[config.mk]
export PLATFORM = sky130hd
export DESIGN_NAME = ccsb_queue
export DESIGN_NICKNAME = d
export VERILOG_FILES = /design/src/sv/ccsb_pkg.sv /design/src/sv/ccsb_queue.sv
export VERILOG_INCLUDE_DIRS = /design/src /design/src/sv
export SDC_FILE = /design/constraint.sdc
export NUM_CORES = 1
export LEC_CHECK = 0
export ABC_AREA = 1
export BUFFER_PORTS_ARGS = -buffer_cell sky130_fd_sc_hd__buf_4
export CELL_PAD_IN_SITES_DETAIL_PLACEMENT = 1
export CELL_PAD_IN_SITES_GLOBAL_PLACEMENT = 1
export CORE_ASPECT_RATIO = 1.25
export CORE_MARGIN = 10
export CORE_UTILIZATION = 35
export CTS_CLUSTER_SIZE = 12
export DETAILED_ROUTE_END_ITERATION = 10
export PLACE_DENSITY_LB_ADDON = 0.15
export SYNTH_ARGS = -nofsm -noshare
export SYNTH_HDL_FRONTEND = slang
export SYNTH_SLANG_ARGS = --single-unit
[constraint.sdc]
create_clock -name i_clk -period 4.14 [get_ports i_clk]
set_input_delay 1.035 -clock i_clk [delete_from_list [all_inputs] [get_ports i_clk]]
set_output_delay 1.035 -clock i_clk [all_outputs]
set_load 0.03 [all_outputs]
[src/sv/assert_macros.svh]
// ---------------------------------------------------------------------------
// assert_macros.svh
// Shared concurrent assertion macros for the spline evaluator.
// ---------------------------------------------------------------------------
`ifndef ASSERT_MACROS_SVH
`define ASSERT_MACROS_SVH

// Same-cycle implication, disabled while reset is held.
`define ASSERT_IMPL(lbl, clk, rst_n, ante, cons) \
    lbl: assert property (@(posedge clk) disable iff (!rst_n) (ante) |-> (cons)) \
        else $error("assertion failed");

// Next-cycle implication, disabled while reset is held.
`define ASSERT_NEXT(lbl, clk, rst_n, ante, cons) \
    lbl: assert property (@(posedge clk) disable iff (!rst_n) (ante) |=> (cons)) \
        else $error("assertion failed");

`endif

[src/sv/ccsb_pkg.sv]
// ---------------------------------------------------------------------------
// ccsb_pkg
// Shared types and constants of the cubic spline basis evaluator.
// ---------------------------------------------------------------------------
package ccsb_pkg;

    localparam int MAX_SPANS_DEF = 64;
    localparam int MAX_BINS_DEF  = 256;
    localparam int QUEUE_DEPTH   = 4;
    localparam int SPW           = 6;   // span / basis index width
    localparam int IDXW          = 10;  // store address width on the input beat

    // item modes
    typedef enum logic [2:0] {
        MODE_EVAL = 3'd0,
        MODE_KNOT = 3'd1,
        MODE_COEF = 3'd2,
        MODE_INVW = 3'd3,
        MODE_BIN  = 3'd4
    } t_mode;

    // configuration register indexes
    typedef enum logic [2:0] {
        REG_RANGE_LOW  = 3'd0,
        REG_RANGE_HIGH = 3'd1,
        REG_BIN_SCALE  = 3'd2,
        REG_LAST_SPAN  = 3'd3,
        REG_BINS_USED  = 3'd4
    } t_reg;

    typedef struct packed {
        logic signed [31:0] range_low;
        logic signed [31:0] range_high;
        logic        [31:0] bin_scale;
        logic        [5:0]  last_span;
        logic        [8:0]  bins_in_use;
    } t_cfg;

    // one queue entry: a coefficient write or a located evaluation
    typedef struct packed {
        logic               is_write;
        logic [IDXW-1:0]    waddr;
        logic [31:0]        wdata;
        logic [SPW-1:0]     span;
        logic signed [32:0] diff;   // x - knot[span], Q9.24
        logic signed [31:0] inv;    // inverse span width, Q16.16
    } t_job;

endpackage

[src/sv/ccsb_queue.sv]
// ---------------------------------------------------------------------------
// ccsb_queue
// Small FIFO of jobs between the front and the back.
// ---------------------------------------------------------------------------
module ccsb_queue import ccsb_pkg::*; #(
    parameter int DEPTH = QUEUE_DEPTH
) (
    input  logic i_clk,
    input  logic i_rst_n,
    input  logic i_push,
    input  t_job i_job,
    input  logic i_pop,
    output t_job o_job,
    output logic o_full,
    output logic o_valid
);
`include "assert_macros.svh"

    localparam int PW = (DEPTH > 1) ? $clog2(DEPTH) : 1;
    localparam int CW = $clog2(DEPTH + 1);

    t_job          r_slot [DEPTH];
    logic [PW-1:0] r_wr;
    logic [PW-1:0] r_rd;
    logic [CW-1:0] r_count;

    assign o_full  = (r_count == CW'(DEPTH));
    assign o_valid = (r_count != '0);
    assign o_job   = r_slot[r_rd];

    always_ff @(posedge i_clk) begin
        if (i_push) r_slot[r_wr] <= i_job;
    end

    // pointers wrap at DEPTH
    always_ff @(posedge i_clk) begin
        if (!i_rst_n) begin
            r_wr    <= '0;
            r_rd    <= '0;
            r_count <= '0;
        end else begin
            if (i_push) r_wr <= (32'(r_wr) == DEPTH - 1) ? '0 : r_wr + PW'(1);
            if (i_pop)  r_rd <= (32'(r_rd) == DEPTH - 1) ? '0 : r_rd + PW'(1);
            if (i_push && !i_pop) r_count <= r_count + CW'(1);
            else if (i_pop && !i_push) r_count <= r_count - CW'(1);
        end
    end

    `ASSERT_IMPL(a_no_overrun, i_clk, i_rst_n, o_full, !i_push || i_pop)
    `ASSERT_IMPL(a_no_underrun, i_clk, i_rst_n, !o_valid, !i_pop)
endmodule

==> flow_metrics.py <==
metrics = {
    "setup_path": {
        "critical_path_class": "flop to primary output",
        "crit_fanout": 228,
        "end_kind": "primary output",
        "worstPathArrival_ps": 2550,
        "cp-start-kind": "flop",
        "critical_path_required_ps": 3110,
    },
    "timing": {
        "worstMarginPinSlew_ps": 1040,
        "worst_slack_ps": 550,
        "fmax_mhz": 279,
        "relSlewSlack_pct": 30.6,
        "drv_slew": 0,
        "period_share_pct": 86.7,
        "final.min_clock_period_ps": 3590,
        "setup_viol": 0,
        "finClkSkew_ps": 18.8,
        "timing.setup.tns_ps": 0,
        "grt_setup_unrepaired": "false",
        "whs_ps": 537,
        "hold_viol": 0,
    },
    "cts": {
        "cts_resized": 0,
        "cts_hold_buf": 0,
        "cts_made_buffers": 48,
        "post_cts_buffers": 0,
        "tritoncts": "built",
        "clk_pin_slew_ps": 60,
        "cts_max_level": 2,
        "clk_latency_ps": 580,
        "cts.path.max_buffers": 3,
        "cts_num_sinks": 465,
        "clock-root-buffer": "clkbuf_16",
    },
    "synth": {
        "ys_top_cells_by_area": "edfxtp_1 (79%), nor2_1 (5.1%), o22ai_1 (4.1%)",
        "async_flop_share_pct": 0,
        "ys_ff_latch": 465,
        "synth_enable_flop_cells": 456,
        "ys.flop_type": "edfxtp_1",
        "post_synth.cell_area_avg_sq_um": 15.0,
        "yosysTopAreaCell": "edfxtp_1",
        "synthCells": 1162,
        "yosysWarningCount": 0,
        "yosysUniqueCellTypes": 23,
        "netlist_top_cells_count": "edfxtp_1 (456), nor2_1 (237), o21ai_1 (117)",
        "netlist_area_sq_mm": 0.0174,
        "ys_seq_area_share_pct": 79.7,
        "synthMostInstantiatedCell": "edfxtp_1",
        "synth_nets": 1287,
        "synth_top_area_share_pct": 78.7,
    },
    "placed_design": {
        "pre_cts_slack_ps": 1180,
        "placedCellCount": 1996,
        "gp_congestion": 0.701,
        "dp_hpwl_mm": 26.8,
        "postPlaceCellArea_sq_mm": 0.0198,
        "io_buffers": 233,
    },
    "floorplan": {
        "fp.dieW_um": 219,
        "pin_count": 234,
        "start_util_pct": 35.3,
        "dieHeight_um": 269,
        "dieArea_sq_mm": 0.0591,
        "num_rows": 91,
        "core_area_sq_mm": 0.0493,
    },
    "power": {
        "power_mw": 10.8,
        "vdd_drop_max_mv": 0.330,
        "power.leakage_nw": 7.30,
        "powerDensity_mw_per_mm2": 509,
    },
    "global_routing": {
        "grt_pass1_wl_mm": 68.8,
        "grt_usage_pct": 15.1,
        "antenna_found_initial": 0,
        "overflow": 0,
        "grt_max_degree": 229,
        "grt_pass1_vias": 11300,
    },
    "drt": {
        "dr.pass1.iters": 4,
        "vias": 10400,
        "wl_per_cell_um": 21.8,
        "ant_nets": 0,
        "drc": 0,
        "drtIter0Drc": 508,
        "vias_per_cell": 5.00,
        "wl_mm": 45.3,
    },
    "finish": {
        "fin_nets": 1520,
        "instances_no_fill": 2080,
        "drive_above_1_share_pct": 22.5,
        "fin_area_sq_mm": 0.0212,
        "fin_util_pct": 42.9,
        "fillerInstances": 5036,
        "antennaDiodeCount": 0,
        "syn_to_final_growth_pct": 21.5,
    },
    "run_status": {
        "status": "completed",
    },
    "flow_run": {
        "maxCapViolations": 0,
    },
    "hold_path": {
        "hp-class": "flop to flop",
    },
}
==> report_power, final <==
part / internal (mW) / leakage (nW) / switching, mW / total (mW)
Clock: 2.17 / 0.669 / 1.71 / 3.88
Sequential: 5.38 / 4.26 / 0.0566 / 5.44
Combinational: 0.468 / 2.37 / 0.972 / 1.44
==> worst paths after layout <==
kind / startpoint / endpoint / slack [ps] / cells after the start
worst max-delay path: flop / o_job[51] / 550 / 4
worst min-delay path: r_wr[1] / r_wr[1] / 540 / 2
worst max register to register: r_wr[0] / r_slot[3][102] / 2100 / 4
worst min register to register: r_wr[1] / r_wr[1] / 540 / 2
==> per-layer routing <==
layer	GRT usage, %	share of wire, %
met4	3.65	1.7
met1	18.3	41
met3	4.28	6.1
met2	26.0	51
met5	0	0
==> sequential cells by signal, summed over array words and instances (netlist names), named ones only <==
| name | count |
|---|---|
| r_count | 3 |
| r_rd | 2 |
| r_slot | 456 |
| r_wr | 2 |
==> critical path: stages (launching register included) <==
cell and delay, ps:
dfxtp_4 380, buf_12 670, o21ai_0 230, o22ai_1 290
buf_4 220
==> area by class of cell <==
cell class / count / area [sq um] / share of cell area (%)
Multi-Input combinational cell: 607 / 2940 / 13.9
Sequential cell: 465 / 13900 / 65.6
Inverter: 16 / 76.3 / 0.361
Tap cell: 651 / 815 / 3.85
Clock buffer: 69 / 1300 / 6.15
Timing Repair Buffer: 257 / 2070 / 9.77
Clock inverter: 15 / 72.6 / 0.343
==> logic make-up (layout without fill, tap and decap cells) <==
kind of cell | count (synthesis) | in the layout | share of synthesized area [%]
adder cells (fa/ha/maj) | 7 | 7 | 0.546
flip-flops | 465 | 465 | 79.7
AO/OA/AOI/OAI | 348 | 348 | 10.8
AND/OR/NAND/NOR | 251 | 251 | 5.46
XOR/XNOR | 1 | 1 | 0.0503
buffers and inverters | 90 | 357 | 3.42
==> layout by cell type, fill, tap and decap left out <==
| cell type | netlist | layout |
|---|---|---|
| inv_1 | 14 | 10 |
| clkbuf_1 | 13 | 20 |
| nor3_1 | 3 | 3 |
| ha_1 | 6 | 6 |
| clkbuf_16 | 0 | 49 |
| edfxtp_1 | 456 | 456 |
| xor2_1 | 1 | 1 |
| fa_1 | 1 | 1 |
| nand2_1 | 9 | 9 |
| o22ai_1 | 114 | 114 |
| dfxtp_4 | 0 | 2 |
| dfxtp_1 | 9 | 7 |
| clkinv_1 | 0 | 8 |
| a21oi_1 | 3 | 3 |
| o21ai_1 | 117 | 117 |
| clkinv_2 | 0 | 6 |
| nor2_1 | 237 | 237 |
| inv_4 | 1 | 4 |
| nand3_1 | 1 | 1 |
| o21ai_0 | 114 | 114 |
| inv_6 | 0 | 3 |
| buf_4 | 20 | 246 |
| nand4_1 | 1 | 1 |
| buf_12 | 0 | 11 |
Note: power is estimated with default switching activity, not from simulation.
